===== src/rtl/core/usv_pkg.sv =====
`timescale 1ns / 1ps
// ----------------------------------------------------------------------------
// usv_pkg
// Constants and helpers shared by the UTF-8 stream validator.
// ----------------------------------------------------------------------------
package usv_pkg;

  // Width of the internal byte counter and offsets; any value from 16 to 64.
  localparam int unsigned OFFSET_BITS  = 32;
  // Width of the reported error offset.
  localparam int unsigned ERR_OFFSET_W = 32;

  typedef logic [OFFSET_BITS-1:0] offset_t;
  typedef logic [1:0]             count_t;

  localparam logic [7:0] ASCII_TOP     = 8'h7F;
  localparam logic [7:0] LEAD2_MIN     = 8'hC2;
  localparam logic [7:0] LEAD2_MAX     = 8'hDF;
  localparam logic [7:0] LEAD3_MIN     = 8'hE0;
  localparam logic [7:0] LEAD3_MAX     = 8'hEF;
  localparam logic [7:0] LEAD4_MIN     = 8'hF0;
  localparam logic [7:0] LEAD4_MAX     = 8'hF4;
  localparam logic [7:0] LEAD_SURR     = 8'hED;
  localparam logic [7:0] CONT_MASK     = 8'hC0;
  localparam logic [7:0] CONT_TAG      = 8'h80;
  localparam logic [5:0] LOW_MASK      = 6'h3F;
  // Limits on the first continuation's payload bits.
  localparam logic [5:0] LIM_OVER3     = 6'h20;
  localparam logic [5:0] LIM_SURR      = 6'h20;
  localparam logic [5:0] LIM_OVER4     = 6'h10;
  localparam logic [5:0] LIM_MAX       = 6'h10;

  // Number of continuation bytes that follow a lead byte.
  function automatic count_t followers_of(input logic [7:0] lead);
    count_t n;
    if (lead < LEAD3_MIN) begin
      n = 2'd1;
    end else if (lead < LEAD4_MIN) begin
      n = 2'd2;
    end else begin
      n = 2'd3;
    end
    return n;
  endfunction

endpackage


===== src/rtl/core/utf8_stream_validator.sv =====
`timescale 1ns / 1ps
// ----------------------------------------------------------------------------
// utf8_stream_validator
// Strict UTF-8 checker for a byte stream, reporting the first bad offset.
// ----------------------------------------------------------------------------
// The result for a stream is registered in the cycle after its last item is
// accepted, held in the output register until taken.
// Throughput: one item per cycle unless stalled; the state update per byte sets
// this, and input stalls only while a result waits and the output is stalled.
// Reset: asynchronous, active low; clears all stream state and out_valid_o.
module utf8_stream_validator (
  input  logic                              clk_i,
  input  logic                              rst_ni,
  input  logic                              in_valid_i,
  output logic                              in_ready_o,
  input  logic [7:0]                        data_byte_i,
  input  logic                              last_byte_i,
  output logic                              out_valid_o,
  input  logic                              out_ready_i,
  output logic                              text_valid_o,
  output logic [usv_pkg::ERR_OFFSET_W-1:0]  error_offset_o
);
  import usv_pkg::*;

  offset_t    byte_position_q, byte_position_d;
  offset_t    sequence_start_q, sequence_start_d;
  logic [7:0] lead_value_q, lead_value_d;
  count_t     bytes_expected_q, bytes_expected_d;
  logic       range_fault_q, range_fault_d;
  logic       cont_fault_q, cont_fault_d;
  offset_t    cont_fault_offset_q, cont_fault_offset_d;
  logic       error_found_q, error_found_d;
  offset_t    first_error_offset_q, first_error_offset_d;

  logic                    out_valid_q;
  logic                    text_valid_q;
  logic [ERR_OFFSET_W-1:0] error_offset_q;

  logic       accept;
  logic [5:0] low_bits;
  logic       first_cont;

  assign in_ready_o = !out_valid_q || out_ready_i;
  assign accept     = in_valid_i && in_ready_o;
  assign low_bits   = data_byte_i[5:0] & LOW_MASK;
  assign first_cont = (bytes_expected_q == followers_of(lead_value_q));

  always_comb begin
    byte_position_d      = byte_position_q + offset_t'(1);
    sequence_start_d     = sequence_start_q;
    lead_value_d         = lead_value_q;
    bytes_expected_d     = bytes_expected_q;
    range_fault_d        = range_fault_q;
    cont_fault_d         = cont_fault_q;
    cont_fault_offset_d  = cont_fault_offset_q;
    error_found_d        = error_found_q;
    first_error_offset_d = first_error_offset_q;

    if (!error_found_q) begin
      if (bytes_expected_q == 2'd0) begin
        if (data_byte_i > ASCII_TOP) begin
          if (data_byte_i inside {[LEAD2_MIN:LEAD4_MAX]}) begin
            bytes_expected_d    = followers_of(data_byte_i);
            sequence_start_d    = byte_position_q;
            lead_value_d        = data_byte_i;
            range_fault_d       = 1'b0;
            cont_fault_d        = 1'b0;
            cont_fault_offset_d = '0;
          end else begin
            error_found_d        = 1'b1;
            first_error_offset_d = byte_position_q;
          end
        end
      end else begin
        if (((data_byte_i & CONT_MASK) != CONT_TAG) && !cont_fault_q) begin
          cont_fault_d        = 1'b1;
          cont_fault_offset_d = byte_position_q;
        end
        // All range limits are decided by the first continuation byte.
        if (first_cont) begin
          if ((lead_value_q == LEAD3_MIN && low_bits <  LIM_OVER3) ||
              (lead_value_q == LEAD_SURR && low_bits >= LIM_SURR)  ||
              (lead_value_q == LEAD4_MIN && low_bits <  LIM_OVER4) ||
              (lead_value_q == LEAD4_MAX && low_bits >= LIM_MAX)) begin
            range_fault_d = 1'b1;
          end
        end
        bytes_expected_d = bytes_expected_q - 2'd1;
        if (bytes_expected_d == 2'd0) begin
          if (cont_fault_d) begin
            error_found_d        = 1'b1;
            first_error_offset_d = cont_fault_offset_d;
          end else if (range_fault_d) begin
            error_found_d        = 1'b1;
            first_error_offset_d = sequence_start_q;
          end
        end
      end
    end

    // A sequence still open at the end of the stream reports its lead.
    if (last_byte_i && !error_found_d && bytes_expected_d != 2'd0) begin
      error_found_d        = 1'b1;
      first_error_offset_d = sequence_start_d;
    end
  end

  always_ff @(posedge clk_i or negedge rst_ni) begin
    if (!rst_ni) begin
      byte_position_q      <= '0;
      sequence_start_q     <= '0;
      lead_value_q         <= '0;
      bytes_expected_q     <= '0;
      range_fault_q        <= 1'b0;
      cont_fault_q         <= 1'b0;
      cont_fault_offset_q  <= '0;
      error_found_q        <= 1'b0;
      first_error_offset_q <= '0;
    end else if (accept) begin
      if (last_byte_i) begin
        byte_position_q      <= '0;
        sequence_start_q     <= '0;
        lead_value_q         <= '0;
        bytes_expected_q     <= '0;
        range_fault_q        <= 1'b0;
        cont_fault_q         <= 1'b0;
        cont_fault_offset_q  <= '0;
        error_found_q        <= 1'b0;
        first_error_offset_q <= '0;
      end else begin
        byte_position_q      <= byte_position_d;
        sequence_start_q     <= sequence_start_d;
        lead_value_q         <= lead_value_d;
        bytes_expected_q     <= bytes_expected_d;
        range_fault_q        <= range_fault_d;
        cont_fault_q         <= cont_fault_d;
        cont_fault_offset_q  <= cont_fault_offset_d;
        error_found_q        <= error_found_d;
        first_error_offset_q <= first_error_offset_d;
      end
    end
  end

  always_ff @(posedge clk_i or negedge rst_ni) begin
    if (!rst_ni) begin
      out_valid_q <= 1'b0;
    end else if (accept && last_byte_i) begin
      out_valid_q <= 1'b1;
    end else if (out_ready_i) begin
      out_valid_q <= 1'b0;
    end
  end

  always_ff @(posedge clk_i) begin
    if (accept && last_byte_i) begin
      text_valid_q   <= !error_found_d;
      error_offset_q <= error_found_d ? ERR_OFFSET_W'(first_error_offset_d) : '0;
    end
  end

  assign out_valid_o    = out_valid_q;
  assign text_valid_o   = text_valid_q;
  assign error_offset_o = error_offset_q;

endmodule


===== config.mk =====
export PLATFORM = sky130hd
export DESIGN_NAME = utf8_stream_validator
export DESIGN_NICKNAME = d
export VERILOG_FILES = /design/src/rtl/core/usv_pkg.sv /design/src/rtl/core/utf8_stream_validator.sv
export SDC_FILE = /design/constraint.sdc
export NUM_CORES = 1
export LEC_CHECK = 0
export BUFFER_PORTS_ARGS = -buffer_cell sky130_fd_sc_hd__buf_2
export CORE_MARGIN = 5
export CORE_UTILIZATION = 54
export DETAILED_ROUTE_END_ITERATION = 16
export MAX_ROUTING_LAYER = met4
export PLACE_DENSITY = 0.82
export SLEW_MARGIN = 20
export SYNTH_ARGS = -nofsm -noshare
export SYNTH_HDL_FRONTEND = slang
export SYNTH_SLANG_ARGS = --single-unit

===== constraint.sdc =====
create_clock -name clk_i -period 3.75 [get_ports clk_i]
set_input_delay 0.375 -clock clk_i [delete_from_list [all_inputs] [get_ports clk_i]]
set_output_delay 0.375 -clock clk_i [all_outputs]
set_load 0.005 [all_outputs]

==> Word level (Yosys, flattened, before mapping) <==
Index checks and enable logic that the tools add are counted.
{ "op_classes": {"n_shift": 0, "n_eq_ne": 9, "reduce_logical": 27, "multipliers": 0, "bitwise_logic": 0, "mux": 61, "n_div": 0, "order_cmp": 11, "addsub": 2} }
{ "ops": {"columns": ["op", "n"], "rows": [
  ["$mux 32", 21],
  ["$mux 8", 5],
  ["$add 32x1->32 const B", 1],
  ["$eq 8x8->1 const B", 4],
  ["$lt 8x8->1 const B", 4],
  ["$mux 1", 28],
  ["$mux 2", 7],
  ["$logic_and 1x1->1", 10],
  ["$reduce_bool 2->1", 5],
  ["$ge 8x8->1 const B", 1],
  ["$gt 8x7->1 const B", 1],
  ["$le 8x8->1 const B", 1],
  ["$ge 6x5->1 const B", 1],
  ["$ge 6x6->1 const B", 1],
  ["$lt 6x5->1 const B", 1],
  ["$lt 6x6->1 const B", 1],
  ["$ne 3x2->1 const B", 2],
  ["$reduce_and 5->1", 1],
  ["$logic_not 1->1", 4],
  ["$logic_not 2->1", 2],
  ["$logic_or 1x1->1", 4],
  ["$ne 2x2->1 const B", 2],
  ["$reduce_and 4->1", 1],
  ["$eq 2x2->1", 1],
  ["$sub 2x1->2 const B", 1]
]} }
{ "word_totals": {"mem_bits_rw": 0, "out_inout_bits": 35, "wordCells": 122, "latch_bits": 0, "memories": 0, "romBits": 0, "inputBits": 13, "reg_bits": 175} }

==> Logic depth before layout (Yosys ltp) <==
Gate-level depths: netlist of the first run.
{ "logic_depth": {"ltp_word": 19, "mapped_depth": 10, "mapped_depth_nobuf": 7} }

==> Worst setup path before layout of the first run <==
No wires, ideal clock.
{ "synth_timing": {"path_kind": "input-to-reg", "from": "input out_ready_i", "to": "register error_offset_q[0] (netlist: error_offset_o[0]), enable pin", "setup_slack_ns": 1.217, "arrival_ns": 2.123, "cell_stages": 5, "path_buffers": 2, "setup_time_ns": 0.410, "cell_sequence": "nand2b_1 clkbuf_1 nand2_1 nor2_1 clkbuf_1"} }
{ "synth_between": {"elab_chain_len": 3} }
{ "synth_rtl": {"columns": ["element", "line", "rtl"], "rows": [
  ["from (decl)", "utf8_stream_validator.sv:19", "input logic out_ready_i,"],
  ["$logic_or 1x1->1", "utf8_stream_validator.sv:43", "assign in_ready_o = !out_valid_q || out_ready_i;"],
  ["via in_ready_o", "utf8_stream_validator.sv:15", "output logic in_ready_o,"],
  ["$logic_and 1x1->1", "utf8_stream_validator.sv:44", "assign accept = in_valid_i && in_ready_o;"],
  ["$logic_and 1x1->1", "utf8_stream_validator.sv:155", "if (accept && last_byte_i) begin"],
  ["to (signal assigned)", "utf8_stream_validator.sv:157", "error_offset_q <= error_found_d ? ERR_OFFSET_W'(first_error_offset_d) : '0;"],
  ["to (decl)", "utf8_stream_validator.sv:37", "logic [ERR_OFFSET_W-1:0] error_offset_q;"]
]} }
The timed path passes the listed nets, and every way through them passes these cells.
A chain may end at the register's enable or synchronous reset.

==> Worst setup path after layout of the first run <==
{ "layout_timing": {"from": "register bytes_expected_q[1]", "to": "register error_offset_q[2] (netlist: error_offset_o[2]), data pin"} }
{ "layout_between": {"elab_chain_len": 13} }
{ "layout_rtl": {"columns": ["element", "line", "rtl"], "rows": [
  ["from (decl)", "utf8_stream_validator.sv:28", "count_t bytes_expected_q, bytes_expected_d;"],
  ["from (signal assigned)", "utf8_stream_validator.sv:134", "bytes_expected_q <= bytes_expected_d;"],
  ["$eq 2x2->1", "utf8_stream_validator.sv:46", "assign first_cont = (bytes_expected_q == followers_of(lead_value_q));"],
  ["$mux 1", "utf8_stream_validator.sv:80", "if (first_cont) begin"],
  ["$mux 1", "utf8_stream_validator.sv:60", "if (bytes_expected_q == 2'd0) begin"],
  ["$mux 1", "utf8_stream_validator.sv:59", "if (!error_found_q) begin"],
  ["$mux 1", "utf8_stream_validator.sv:93", "end else if (range_fault_d) begin"],
  ["$mux 1", "utf8_stream_validator.sv:90", "if (cont_fault_d) begin"],
  ["$mux 1", "utf8_stream_validator.sv:89", "if (bytes_expected_d == 2'd0) begin"],
  ["$mux 1", "utf8_stream_validator.sv:60", null],
  ["$mux 1", "utf8_stream_validator.sv:59", null],
  ["$logic_not 1->1", "utf8_stream_validator.sv:102", "if (last_byte_i && !error_found_d && bytes_expected_d != 2'd0) begin"],
  ["$logic_and 1x1->1 (2 in a row)", "utf8_stream_validator.sv:102", null],
  ["$mux 32 or $mux 1 (tied branches)", "utf8_stream_validator.sv:102", null]
]} }
Parallel ways exist; a longest one is shown, timed or not. The select of a mux whose other input is x is not followed.

==> flow_results.xml, run 1 <==
<?xml version="1.0" encoding="UTF-8"?>
<metrics>
  <group name="route">
    <metric name="vias" unit="">8764</metric>
    <metric name="drt_first_pass_iters" unit="">6</metric>
    <metric name="drt_iter0_drc" unit="">1002</metric>
    <metric name="totalWireLength" unit="microns">28000</metric>
    <metric name="wl_per_cell" unit="microns">21.5</metric>
    <metric name="routed-wl-met2" unit="microns">13300</metric>
    <metric name="vias_per_cell" unit="">6.73</metric>
    <metric name="met1Wirelength" unit="microns">11400</metric>
    <metric name="wl_met3" unit="microns">2550</metric>
    <metric name="antenna_left" unit="">0</metric>
    <metric name="remaining_design_rule_violation_count" unit="">0</metric>
    <metric name="highest_layer" unit="">met4</metric>
  </group>
  <group name="sta">
    <metric name="timing.final.hold_violations" unit="">0</metric>
    <metric name="timing.final.max_slew_violations" unit="">0</metric>
    <metric name="max_freq" unit="GHz">0.331</metric>
    <metric name="slew_headroom" unit="%">45.8</metric>
    <metric name="setup_viol" unit="">0</metric>
    <metric name="worst_slew_pin_slew" unit="ns">0.806</metric>
    <metric name="setup_repair_after_global_routing_missed_its_margin" unit="">false</metric>
    <metric name="fin_worst_skew" unit="ns">0.0121</metric>
    <metric name="period_needed" unit="ns">3.03</metric>
    <metric name="setup_tns" unit="ns">0</metric>
    <metric name="period_utilization_post_route" unit="%">80.7</metric>
  </group>
  <group name="logic_synthesis">
    <metric name="synth_fp_nets" unit="">1078</metric>
    <metric name="synth-xor-area-share" unit="%">2.17</metric>
    <metric name="ys.flop_type" unit="">sky130_fd_sc_hd__dfrtp_1</metric>
    <metric name="synth_area" unit="sq um">10100</metric>
    <metric name="ys_seq_area_share" unit="%">45.1</metric>
    <metric name="yosysTopAreaCell" unit="">sky130_fd_sc_hd__dfrtp_1</metric>
    <metric name="synth-compound-area-share" unit="%">24.6</metric>
    <metric name="synth.top_cells.by_area" unit="">sky130_fd_sc_hd__dfrtp_1, sky130_fd_sc_hd__edfxtp_1, sky130_fd_sc_hd__a22o_1</metric>
    <metric name="synth_simple_gate_area_share" unit="%">15.9</metric>
    <metric name="avgSynthCellArea" unit="sq um">9.46</metric>
    <metric name="synth_edf_count" unit="">33</metric>
    <metric name="ys_warn_count" unit="">0</metric>
    <metric name="synth.mux.area_fraction" unit="%">6.24</metric>
    <metric name="synth_cell_types" unit="">66</metric>
    <metric name="synth_seq_cells" unit="">175</metric>
    <metric name="syn-instance-count" unit="">1064</metric>
    <metric name="dominant_combinational_cell_family_by_area_after_synthesis" unit="">compound AO/OA/AOI/OAI gates</metric>
    <metric name="async_reset_ff_share" unit="%">81.1</metric>
    <metric name="yosys.area.top_type_share" unit="%">35.3</metric>
    <metric name="yosys.area_share.adder" unit="%">0.124</metric>
  </group>
  <group name="clock_network">
    <metric name="numCtsBuffers" unit="">17</metric>
    <metric name="clockRootBuffer" unit="">sky130_fd_sc_hd__clkbuf_16</metric>
    <metric name="clock_tree.htree_level_count" unit="">4</metric>
    <metric name="max-clock-path-buffers" unit="">2</metric>
    <metric name="clkSlewWorstSetupHoldPaths" unit="ns">0.07</metric>
    <metric name="tritoncts" unit="">yes</metric>
    <metric name="clk-insertion-delay-late" unit="ns">0.45</metric>
    <metric name="cts.repair.resized" unit="">0</metric>
    <metric name="clkSinkCount" unit="">175</metric>
  </group>
  <group name="finish">
    <metric name="post_route_non_filler_standard_cell_count" unit="">1303</metric>
    <metric name="area_delta_synth_final" unit="%">9.66</metric>
    <metric name="antenna_cells" unit="">0</metric>
    <metric name="final_net_count" unit="">1070</metric>
    <metric name="final_layout_size_suffix_gt1_share" unit="%">16.1</metric>
  </group>
  <group name="power_and_ir_drop">
    <metric name="cellPowerDensity" unit="nW/um^2">510</metric>
    <metric name="irDropWorstVdd" unit="V">0.000375</metric>
    <metric name="design_power_total" unit="mW">5.63</metric>
    <metric name="cellLeakagePower" unit="nW">4.62</metric>
  </group>
  <group name="setup_path">
    <metric name="worst-setup-path-type" unit="">reg2reg</metric>
    <metric name="start_kind" unit="">flip-flop</metric>
    <metric name="arrival" unit="ns">3.32</metric>
    <metric name="worstPathRequired" unit="ns">4.04</metric>
    <metric name="worst_path_max_fanout" unit="">23</metric>
    <metric name="endpoint_kind" unit="">flip-flop</metric>
  </group>
  <group name="job">
    <metric name="maxCapViolations" unit="">0</metric>
  </group>
  <group name="outcome">
    <metric name="run_status" unit="">finished, final reports clean</metric>
  </group>
  <group name="placement">
    <metric name="gp_routability_congestion" unit="">0.914</metric>
    <metric name="buffer_ports.inserted" unit="">47</metric>
    <metric name="dp_hpwl" unit="microns">17200</metric>
    <metric name="placed_cells_incl_taps" unit="">1270</metric>
  </group>
  <group name="floorplanning">
    <metric name="std_cell_core_area" unit="sq um">18500</metric>
    <metric name="initial_utilization" unit="%">54.4</metric>
    <metric name="fp.dieW" unit="microns">147</metric>
    <metric name="die_h" unit="microns">147</metric>
    <metric name="io_pins" unit="">48</metric>
    <metric name="die_area" unit="sq um">21500</metric>
    <metric name="floorplan.rows" unit="">50</metric>
  </group>
  <group name="worst_hold_path">
    <metric name="worstHoldPathType" unit="">in2reg</metric>
  </group>
  <group name="grt">
    <metric name="antenna_found_initial" unit="">0</metric>
    <metric name="number_of_global_route_vias_before_repair" unit="">8677</metric>
    <metric name="grt_overflow_total" unit="">0</metric>
    <metric name="grt_start_max_net_pins" unit="">76</metric>
    <metric name="grt.total_usage" unit="%">27.2</metric>
    <metric name="grt_pass1_wl" unit="microns">45900</metric>
  </group>
</metrics>
per-stage QoR:
stage	hold WS (ns)	cell area, sq um	setup slack (ns)	util, %
floorplan	0.0794	10100	1.22	-
global placement	0.452	10400	0.919	56.4
detailed placement	0.456	10400	0.863	56.4
CTS	0.192	11000	0.809	59.6
global route	0.240	11000	0.620	59.6
finish	0.206	11000	0.725	59.6
cells by family (layout without fill, tap and decap cells):
logic type | after synthesis | in the layout
xor+xnor | 25 | 25
flops | 175 | 175
compound gates | 331 | 331
fa+ha+maj | 1 | 1
simple gates | 345 | 345
mux | 53 | 53
buf+inv | 134 | 139
routing by layer:
metal	global-route usage, %	vias up
met2	42.6	504
met4	9.60	0
met5	-	-
li1	-	3908
met3	5.15	82
met1	35.6	4270
sequential cells by signal, summed over array words and instances, names as in the netlist, 2 cells and up:
signal,count
byte_position_q,32
bytes_expected_q,2
cont_fault_offset_q,32
error_offset_o,32
first_error_offset_q,32
lead_value_q,8
sequence_start_q,32
worst max-delay path, stage by stage (launching register included):
cell and delay [ns]:
sky130_fd_sc_hd__dfrtp_1 0.79, sky130_fd_sc_hd__and4b_1 0.31, sky130_fd_sc_hd__o2111a_1 0.25, sky130_fd_sc_hd__a31o_2 0.26, sky130_fd_sc_hd__buf_4 0.39, sky130_fd_sc_hd__mux2_2 0.38
sky130_fd_sc_hd__nor3_1 0.33, sky130_fd_sc_hd__o2bb2ai_1 0.16
cell usage after synthesis (10+ instances only):
library cell / number
sky130_fd_sc_hd__a22o_1: 60
sky130_fd_sc_hd__nand2_1: 133
sky130_fd_sc_hd__a32o_1: 21
sky130_fd_sc_hd__nor3_1: 23
sky130_fd_sc_hd__mux2i_1: 29
sky130_fd_sc_hd__mux2_4: 18
sky130_fd_sc_hd__nand3_1: 16
sky130_fd_sc_hd__a22oi_1: 30
sky130_fd_sc_hd__xnor2_1: 11
sky130_fd_sc_hd__dfrtp_1: 142
sky130_fd_sc_hd__nor3_2: 18
sky130_fd_sc_hd__o2bb2ai_1: 23
sky130_fd_sc_hd__or3_1: 11
sky130_fd_sc_hd__xor2_1: 14
sky130_fd_sc_hd__a21oi_1: 21
sky130_fd_sc_hd__edfxtp_1: 33
sky130_fd_sc_hd__nor2_1: 103
sky130_fd_sc_hd__a31oi_1: 13
sky130_fd_sc_hd__buf_2: 19
sky130_fd_sc_hd__o31ai_1: 10
sky130_fd_sc_hd__a221oi_1: 21
sky130_fd_sc_hd__o22ai_1: 10
sky130_fd_sc_hd__o21ai_0: 79
sky130_fd_sc_hd__clkbuf_1: 79
sky130_fd_sc_hd__inv_1: 28
report_power, final:
group	leakage (nW)	switching, mW	internal (mW)
Clock	0.274	0.806	0.991
Combinational	2.08	0.839	0.576
Sequential	2.26	0.259	2.16
cell type report:
cell class              instances  area, sq um
fillers                      1538         7480
multi-input cells             755         4990
flip-flops and latches        175         4540
repair buffers                 79          522
clock buffers                  18          429
well taps                     234          293
clock inverters                14          156
inverters                      28          105
path summary, 6_finish.rpt:
check                                                           end  cells after the start  slack, ns                          startpoint
worst min-delay path                    lead_value_q[0]$_DFFE_PN0P_                      3       0.21                      data_byte_i[0]
worst max register to register      error_offset_o[2]$_SDFFCE_PN0P_                      7       0.72     bytes_expected_q[1]$_DFFE_PN0P_
worst max-delay path                error_offset_o[2]$_SDFFCE_PN0P_                      7       0.72     bytes_expected_q[1]$_DFFE_PN0P_
max in group asynchronous           byte_position_q[12]$_DFFE_PN0P_                      3       2.38                              rst_ni
worst min register to register   cont_fault_offset_q[3]$_DFFE_PN0P_                      1       0.51  cont_fault_offset_q[3]$_DFFE_PN0P_
min in group asynchronous       first_error_offset_q[4]$_DFFE_PN0P_                      2       0.53                              rst_ni
placed cells by master (no fill, tap or decap), types with 23 or more instances in the layout:
cell / instances
sky130_fd_sc_hd__a22oi_1: 30
sky130_fd_sc_hd__edfxtp_1: 33
sky130_fd_sc_hd__inv_1: 28
sky130_fd_sc_hd__a22o_1: 60
sky130_fd_sc_hd__nor3_1: 23
sky130_fd_sc_hd__buf_2: 46
sky130_fd_sc_hd__nor2_1: 99
sky130_fd_sc_hd__dfrtp_1: 142
sky130_fd_sc_hd__o2bb2ai_1: 23
sky130_fd_sc_hd__mux2i_1: 29
sky130_fd_sc_hd__nand2_1: 132
sky130_fd_sc_hd__buf_4: 28
sky130_fd_sc_hd__o21ai_0: 79
timing repair:
item / 4_1_cts / 5_1_grt
endpoints found under the hold margin: 44 / 0
setup buffers: 0 / 0
hold buffers: 1 / 0
Note: power is estimated with default switching activity, not from simulation.
==> run 2, diff against run 1 <==
--- a/config.mk
+++ b/config.mk
@@ -10,7 +10,7 @@
 export CORE_UTILIZATION = 54
 export DETAILED_ROUTE_END_ITERATION = 16
 export MAX_ROUTING_LAYER = met4
-export PLACE_DENSITY = 0.82
+export PLACE_DENSITY = 0.85
 export SLEW_MARGIN = 20
 export SYNTH_ARGS = -nofsm -noshare
 export SYNTH_HDL_FRONTEND = slang
==> constraint.sdc (replaced) <==
create_clock -name clk_i -period 2.6 [get_ports clk_i]
set_input_delay 0.26 -clock clk_i [delete_from_list [all_inputs] [get_ports clk_i]]
set_output_delay 0.26 -clock clk_i [all_outputs]
set_load 0.005 [all_outputs]
==> run 2 against run 1 <==
Die area unchanged; largest cell class unchanged; clock power grew 43%; setup slack got worse by 0.62 ns; flip-flop and latch count did not move; core utilization grew 1.4 points; sequential share of layout area is 0.95 points lower; clock skew is 0.0023 ns lower; critical endpoint is now error_offset_o[12]$_SDFFCE_PN0P_; register-to-register slack worse by 0.62 ns; global-route usage up 0.68 points; via count is 3.5% higher; worst hold slack lost 0.11 ns.
==> flow_results.xml, run 2 (synthesis results as in run 1) <==
<?xml version="1.0" encoding="UTF-8"?>
<metrics>
  <group name="sta">
    <metric name="setup_slack" unit="ns">0.105</metric>
    <metric name="timing.final.hold_violations" unit="">0</metric>
    <metric name="fin_worst_skew" unit="ns">0.00972</metric>
    <metric name="slew_headroom" unit="%">51.6</metric>
    <metric name="setup_repair_after_global_routing_missed_its_margin" unit="">false</metric>
    <metric name="worst_slew_pin_slew" unit="ns">0.724</metric>
    <metric name="timing.final.max_slew_violations" unit="">0</metric>
    <metric name="setup_viol" unit="">0</metric>
    <metric name="period_utilization_post_route" unit="%">95.9</metric>
    <metric name="max_freq" unit="GHz">0.401</metric>
    <metric name="period_needed" unit="ns">2.49</metric>
    <metric name="setup_tns" unit="ns">0</metric>
    <metric name="hold_ws" unit="ns">0.0915</metric>
  </group>
  <group name="clock_network">
    <metric name="clkSlewWorstSetupHoldPaths" unit="ns">0.06</metric>
    <metric name="max-clock-path-buffers" unit="">2</metric>
    <metric name="clockRootBuffer" unit="">sky130_fd_sc_hd__clkbuf_16</metric>
    <metric name="post-cts-setup-buffers" unit="">0</metric>
    <metric name="numCtsBuffers" unit="">17</metric>
    <metric name="tritoncts" unit="">yes</metric>
    <metric name="clk-insertion-delay-late" unit="ns">0.44</metric>
    <metric name="clkSinkCount" unit="">175</metric>
    <metric name="clock_tree.htree_level_count" unit="">4</metric>
  </group>
  <group name="placement">
    <metric name="gp_routability_congestion" unit="">0.968</metric>
    <metric name="placed_cells_incl_taps" unit="">1300</metric>
    <metric name="buffer_ports.inserted" unit="">47</metric>
    <metric name="pre_cts_slack" unit="ns">0.0287</metric>
    <metric name="dp_hpwl" unit="microns">18300</metric>
  </group>
  <group name="floorplanning">
    <metric name="std_cell_core_area" unit="sq um">18500</metric>
    <metric name="die_area" unit="sq um">21500</metric>
    <metric name="die_h" unit="microns">147</metric>
    <metric name="floorplan.rows" unit="">50</metric>
    <metric name="io_pins" unit="">48</metric>
    <metric name="initial_utilization" unit="%">54.4</metric>
    <metric name="fp.dieW" unit="microns">147</metric>
  </group>
  <group name="finish">
    <metric name="final_layout_size_suffix_gt1_share" unit="%">18.2</metric>
    <metric name="area_delta_synth_final" unit="%">12.3</metric>
    <metric name="layout.cells.most_common_list" unit="">sky130_fd_sc_hd__dfrtp_1, sky130_fd_sc_hd__nand2_1, sky130_fd_sc_hd__nor2_1</metric>
    <metric name="fillerInstances" unit="">1456</metric>
    <metric name="post_route_non_filler_standard_cell_count" unit="">1333</metric>
    <metric name="antenna_cells" unit="">0</metric>
    <metric name="final_net_count" unit="">1100</metric>
    <metric name="final_common_cell" unit="">sky130_fd_sc_hd__dfrtp_1</metric>
  </group>
  <group name="setup_path">
    <metric name="arrival" unit="ns">2.77</metric>
    <metric name="worstPathRequired" unit="ns">2.88</metric>
    <metric name="endpoint_kind" unit="">flip-flop</metric>
    <metric name="start_kind" unit="">flip-flop</metric>
    <metric name="worst_path_max_fanout" unit="">14</metric>
    <metric name="worst-setup-path-type" unit="">reg2reg</metric>
    <metric name="rrSetupSlack" unit="ns">0.11</metric>
  </group>
  <group name="route">
    <metric name="remaining_design_rule_violation_count" unit="">0</metric>
    <metric name="drt_first_pass_iters" unit="">7</metric>
    <metric name="drt_iter0_drc" unit="">1128</metric>
    <metric name="vias_per_cell" unit="">6.80</metric>
    <metric name="antenna_left" unit="">0</metric>
    <metric name="wl_per_cell" unit="microns">21.7</metric>
    <metric name="vias" unit="">9068</metric>
    <metric name="totalWireLength" unit="microns">29000</metric>
  </group>
  <group name="grt">
    <metric name="grt_start_max_net_pins" unit="">52</metric>
    <metric name="grt_overflow_total" unit="">0</metric>
    <metric name="number_of_global_route_vias_before_repair" unit="">9003</metric>
    <metric name="grt.total_usage" unit="%">27.9</metric>
    <metric name="grt_pass1_wl" unit="microns">46800</metric>
    <metric name="antenna_found_initial" unit="">0</metric>
  </group>
  <group name="power_and_ir_drop">
    <metric name="cellPowerDensity" unit="nW/um^2">726</metric>
    <metric name="design_power_total" unit="mW">8.20</metric>
    <metric name="cellLeakagePower" unit="nW">4.80</metric>
    <metric name="irDropWorstVdd" unit="V">0.000588</metric>
  </group>
  <group name="job">
    <metric name="maxCapViolations" unit="">0</metric>
  </group>
  <group name="worst_hold_path">
    <metric name="worstHoldPathType" unit="">in2reg</metric>
  </group>
  <group name="outcome">
    <metric name="run_status" unit="">finished, final reports clean</metric>
  </group>
</metrics>
-- run 2: cell count changes in the layout (fill, tap and decap cells not counted), sizes merged --
cell / previous run / this run
bufinv: 2 / 1
clkinvlp: 4 / 0
buf: 78 / 108
clkinv: 4 / 6
inv: 32 / 29
clkbuf: 18 / 24
-- run 2: power breakdown --
| group | total (mW) | internal, mW | switching (mW) | leakage [nW] |
|---|---|---|---|---|
| Sequential | 3.43 | 3.12 | 0.314 | 2.26 |
| Clock | 2.57 | 1.49 | 1.08 | 0.295 |
| Combinational | 2.20 | 0.903 | 1.29 | 2.24 |
| Total | 8.20 | 5.51 | 2.69 | 4.80 |
-- run 2: layout make-up --
type	instances	area (sq um)	area share (%)
sequential	175	4540	40.2
clock buffer	24	514	4.55
timing repair buffer	109	772	6.83
clock inverter	8	77.6	0.686
multi-input combinational	755	4990	44.2
inverter	28	105	0.930
tap	234	293	2.59
-- run 2: path summary, 6_finish.rpt --
path	start	to	cells after the start
setup / recovery	lead_value_q[1]$_DFFE_PN0P_	error_offset_o[12]$_SDFFCE_PN0P_	7
min in group asynchronous	rst_ni	first_error_offset_q[3]$_DFFE_PN0P_	2
max in group asynchronous	rst_ni	cont_fault_offset_q[9]$_DFFE_PN0P_	3
hold / removal	data_byte_i[0]	lead_value_q[0]$_DFFE_PN0P_	3
hold reg to reg	cont_fault_offset_q[30]$_DFFE_PN0P_	cont_fault_offset_q[30]$_DFFE_PN0P_	1
setup reg to reg	lead_value_q[1]$_DFFE_PN0P_	error_offset_o[12]$_SDFFCE_PN0P_	7
-- run 2: worst max-delay path: stages, from the launching register on --
cell                        delay (ns)
sky130_fd_sc_hd__dfrtp_1          0.37
sky130_fd_sc_hd__and4b_1          0.25
sky130_fd_sc_hd__o2111a_1         0.22
sky130_fd_sc_hd__a31o_2           0.48
sky130_fd_sc_hd__buf_4            0.33
sky130_fd_sc_hd__mux2_4           0.33
sky130_fd_sc_hd__nor3_2           0.21
sky130_fd_sc_hd__o2bb2ai_1        0.14
-- run 2: stage by stage --
step                utilization, %  instance area [sq um]
floorplan                        -                  10100
global placement              57.8                  10700
finish                        61.0                  11300
CTS                           61.0                  11300
global route                  61.0                  11300
detailed placement            57.8                  10700
-- run 2: timing repair --
| action | in CTS | in global routing |
|---|---|---|
| endpoints found under the hold margin | 37 | 0 |
| resized for setup | 0 | 0 |
| hold buffers | 1 | 0 |
| setup endpoints to repair | 0 | 0 |
-- run 2: routing by layer --
layer | share of wire [%] | track usage, % | up-vias
met1 | 39 | 35.0 | 4402
met2 | 48 | 43.8 | 559
met3 | 9.2 | 4.47 | 129
met5 | 0 | - | -
li1 | - | - | 3978
met4 | 4.3 | 14.3 | 0
==> run 3, diff against run 2 <==
--- a/config.mk
+++ b/config.mk
@@ -5,6 +5,7 @@
 export SDC_FILE = /design/constraint.sdc
 export NUM_CORES = 1
 export LEC_CHECK = 0
+export ABC_AREA = 1
 export BUFFER_PORTS_ARGS = -buffer_cell sky130_fd_sc_hd__buf_2
 export CORE_MARGIN = 5
 export CORE_UTILIZATION = 54
==> run 3 against run 2 <==
Global-route usage rose by 3.3 points; clock power barely moved; clock skew rose by 0.0011 ns; first-iteration DRC count rose by 35%; core utilization barely moved; combinational power rose by 7%; final area rose by 4.8%.
==> flow_results.xml, run 3 <==
<?xml version="1.0" encoding="UTF-8"?>
<metrics>
  <group name="outcome">
    <metric name="run_status" unit="">finished, final reports clean</metric>
  </group>
  <group name="sta">
    <metric name="period_utilization_post_route" unit="%">89.3</metric>
    <metric name="period_needed" unit="ns">2.32</metric>
    <metric name="hold_ws" unit="ns">0.100</metric>
    <metric name="max_freq" unit="GHz">0.431</metric>
    <metric name="setup_viol" unit="">0</metric>
    <metric name="worst_slew_pin_slew" unit="ns">0.521</metric>
    <metric name="timing.final.max_slew_violations" unit="">0</metric>
    <metric name="timing.final.hold_violations" unit="">0</metric>
    <metric name="slew_headroom" unit="%">65.2</metric>
    <metric name="setup_tns" unit="ns">0</metric>
    <metric name="fin_worst_skew" unit="ns">0.0108</metric>
    <metric name="setup_repair_after_global_routing_missed_its_margin" unit="">false</metric>
  </group>
  <group name="route">
    <metric name="drt_first_pass_iters" unit="">6</metric>
    <metric name="wl_per_cell" unit="microns">17.7</metric>
    <metric name="antenna_left" unit="">0</metric>
    <metric name="drt_iter0_drc" unit="">1526</metric>
    <metric name="vias" unit="">10824</metric>
    <metric name="vias_per_cell" unit="">5.81</metric>
    <metric name="remaining_design_rule_violation_count" unit="">0</metric>
    <metric name="totalWireLength" unit="microns">32900</metric>
  </group>
  <group name="finish">
    <metric name="area_delta_synth_final" unit="%">12.0</metric>
    <metric name="final_common_cell" unit="">sky130_fd_sc_hd__nand2_1</metric>
    <metric name="final_net_count" unit="">1601</metric>
    <metric name="antenna_cells" unit="">0</metric>
    <metric name="final_cell_area" unit="sq um">11800</metric>
    <metric name="layout.cells.most_common_list" unit="">sky130_fd_sc_hd__nand2_1, sky130_fd_sc_hd__o21ai_0, sky130_fd_sc_hd__dfrtp_1</metric>
    <metric name="final_layout_size_suffix_gt1_share" unit="%">9.32</metric>
  </group>
  <group name="clock_network">
    <metric name="tritoncts" unit="">yes</metric>
    <metric name="clk-insertion-delay-late" unit="ns">0.44</metric>
    <metric name="clockRootBuffer" unit="">sky130_fd_sc_hd__clkbuf_16</metric>
    <metric name="clkSlewWorstSetupHoldPaths" unit="ns">0.07</metric>
    <metric name="clkSinkCount" unit="">175</metric>
    <metric name="clock_tree.htree_level_count" unit="">4</metric>
    <metric name="numCtsBuffers" unit="">17</metric>
    <metric name="max-clock-path-buffers" unit="">2</metric>
  </group>
  <group name="floorplanning">
    <metric name="initial_utilization" unit="%">54.5</metric>
    <metric name="floorplan.rows" unit="">51</metric>
    <metric name="fp.dieW" unit="microns">150</metric>
    <metric name="std_cell_core_area" unit="sq um">19400</metric>
    <metric name="io_pins" unit="">48</metric>
    <metric name="die_area" unit="sq um">22500</metric>
    <metric name="die_h" unit="microns">150</metric>
  </group>
  <group name="grt">
    <metric name="grt_use_met1" unit="%">37.3</metric>
    <metric name="busiest_layer" unit="">met2</metric>
    <metric name="number_of_global_route_vias_before_repair" unit="">10636</metric>
    <metric name="grt_pass1_wl" unit="microns">53700</metric>
    <metric name="grt.met2_usage" unit="%">49.5</metric>
    <metric name="grt_start_max_net_pins" unit="">65</metric>
    <metric name="met3_use_gr" unit="%">4.78</metric>
    <metric name="antenna_found_initial" unit="">0</metric>
    <metric name="grt_overflow_total" unit="">0</metric>
    <metric name="grt.total_usage" unit="%">31.2</metric>
  </group>
  <group name="placement">
    <metric name="gp_routability_congestion" unit="">0.913</metric>
    <metric name="postPlaceCellArea" unit="sq um">11300</metric>
    <metric name="buffer_ports.inserted" unit="">47</metric>
    <metric name="dp_hpwl" unit="microns">21400</metric>
  </group>
  <group name="power_and_ir_drop">
    <metric name="cellPowerDensity" unit="nW/um^2">702</metric>
    <metric name="irDropWorstVdd" unit="V">0.000552</metric>
    <metric name="cellLeakagePower" unit="nW">5.55</metric>
  </group>
  <group name="setup_path">
    <metric name="arrival" unit="ns">2.60</metric>
    <metric name="rrSetupSlack" unit="ns">0.28</metric>
    <metric name="timing.reg2reg.worst_path_depth" unit="">8</metric>
    <metric name="worst_path_max_fanout" unit="">31</metric>
    <metric name="worstPathRequired" unit="ns">2.88</metric>
    <metric name="rr_endpoint" unit="">error_offset_o[29]$_SDFFCE_PN0P_</metric>
    <metric name="rr_startpoint" unit="">bytes_expected_q[1]$_DFFE_PN0P_</metric>
    <metric name="endpoint_kind" unit="">flip-flop</metric>
    <metric name="start_kind" unit="">flip-flop</metric>
    <metric name="worst-setup-path-type" unit="">reg2reg</metric>
  </group>
  <group name="logic_synthesis">
    <metric name="async_reset_ff_share" unit="%">81.1</metric>
    <metric name="synth.top_cells.by_area" unit="">sky130_fd_sc_hd__dfrtp_1, sky130_fd_sc_hd__nand2_1, sky130_fd_sc_hd__edfxtp_1</metric>
    <metric name="synth_commonest_cells" unit="">sky130_fd_sc_hd__nand2_1, sky130_fd_sc_hd__o21ai_0, sky130_fd_sc_hd__dfrtp_1</metric>
    <metric name="avgSynthCellArea" unit="sq um">6.74</metric>
    <metric name="synth_area" unit="sq um">10600</metric>
    <metric name="ys_warn_count" unit="">0</metric>
    <metric name="ys_seq_area_share" unit="%">43.0</metric>
    <metric name="synth_fp_nets" unit="">1583</metric>
    <metric name="yosysTopAreaCell" unit="">sky130_fd_sc_hd__dfrtp_1</metric>
    <metric name="syn-instance-count" unit="">1569</metric>
    <metric name="synth.most_common_cell" unit="">sky130_fd_sc_hd__nand2_1</metric>
    <metric name="ys.flop_type" unit="">sky130_fd_sc_hd__dfrtp_1</metric>
    <metric name="synth_cell_types" unit="">37</metric>
    <metric name="synth_edf_count" unit="">33</metric>
    <metric name="yosys.area.top_type_share" unit="%">33.6</metric>
    <metric name="synth_seq_cells" unit="">175</metric>
  </group>
  <group name="worst_hold_path">
    <metric name="hold_path_end" unit="">out_valid_o$_DFFE_PN0P_</metric>
    <metric name="min_from" unit="">out_ready_i</metric>
    <metric name="hold_path_depth" unit="">4</metric>
    <metric name="worstHoldPathType" unit="">in2reg</metric>
  </group>
  <group name="job">
    <metric name="maxCapViolations" unit="">0</metric>
  </group>
</metrics>
==> run 3: cell count changes in the layout (fill, tap and decap cells not counted), sizes merged, moves of 27 or more <==
| cell | change |
|---|---|
| a22oi | -29 |
| nand2 | +479 |
| a22o | -60 |
| o21ai | +98 |
| nand3 | +95 |
| nand3b | +31 |
| mux2i | -29 |
| nor3 | -27 |
| inv | +108 |
| a21oi | +42 |
==> run 3: worst max-delay path, stage by stage (launching register included) <==
cell	delay, ns
sky130_fd_sc_hd__dfrtp_1	0.46
sky130_fd_sc_hd__nor2_2	0.40
sky130_fd_sc_hd__inv_2	0.11
sky130_fd_sc_hd__nor3_4	0.25
sky130_fd_sc_hd__buf_4	0.39
sky130_fd_sc_hd__nand2_1	0.11
sky130_fd_sc_hd__o21ai_1	0.14
sky130_fd_sc_hd__nand2_1	0.11
sky130_fd_sc_hd__a21oi_1	0.18
==> run 3: cell families after synthesis <==
group / synth area share, %
simple gates: 35.0
compound gates: 13.4
buf+inv: 8.37
flops: 43.0
xor+xnor: 0.166
fa+ha+maj: 0.118
==> run 3: per-stage QoR <==
step	setup WS [ns]	total power [mW]	utilization, %	std cells
after floorplan	0.138	4.95	-	1569
after global placement	0.357	5.66	58.0	1832
after detailed placement	0.324	5.73	58.0	1832
after CTS	0.335	8.30	61.1	1864
after global routing	0.147	8.80	61.1	1864
final	0.278	8.31	61.1	1864
==> run 3: repair_timing <==
| action | CTS | global route |
|---|---|---|
| endpoints found under the hold margin | 34 | 0 |
| gates resized for setup | 0 | 0 |
| setup buffers | 0 | 0 |
| hold buffers | 1 | 0 |
==> run 3: per-layer routing <==
metal  wire length (microns)  up-vias  part of all wire (%)
li1                        -     5082                     -
met1                   12600     5046                    38
met2                   15500      567                    47
met3                    2660      129                   8.1
met4                    2130        0                   6.5
met5                       0        -                     0
==> run 3: final cells by class <==
type | instances | area [sq um]
clock inverter | 6 | 81.3
inverter | 136 | 510
clock buffer | 25 | 497
sequential | 175 | 4540
timing repair buffer | 91 | 699
multi-input combinational | 1166 | 5180
fill | 1746 | 7550
tap | 265 | 332
==> run 3: worst max path at each step <==
stage	from	to	slack [ns]
6_report	bytes_expected_q[1]$_DFFE_PN0P_	error_offset_o[29]$_SDFFCE_PN0P_	0.28
5_1_grt	lead_value_q[4]$_DFFE_PN0P_	error_offset_o[18]$_SDFFCE_PN0P_	0.15
4_1_cts	bytes_expected_q[1]$_DFFE_PN0P_	error_offset_o[29]$_SDFFCE_PN0P_	0.33
3_5_place_dp	data_byte_i[5]	error_offset_o[1]$_SDFFCE_PN0P_	0.32
3_3_place_gp	data_byte_i[1]	error_offset_o[29]$_SDFFCE_PN0P_	0.36
2_1_floorplan	out_valid_o$_DFFE_PN0P_	byte_position_q[8]$_DFFE_PN0P_	0.14
==> run 3: report_power, final <==
| group | switching [mW] | leakage [nW] | total [mW] | internal [mW] |
|---|---|---|---|---|
| registers | 0.263 | 2.27 | 3.38 | 3.12 |
| clock network | 1.07 | 0.287 | 2.58 | 1.52 |
| logic | 1.54 | 2.99 | 2.35 | 0.810 |
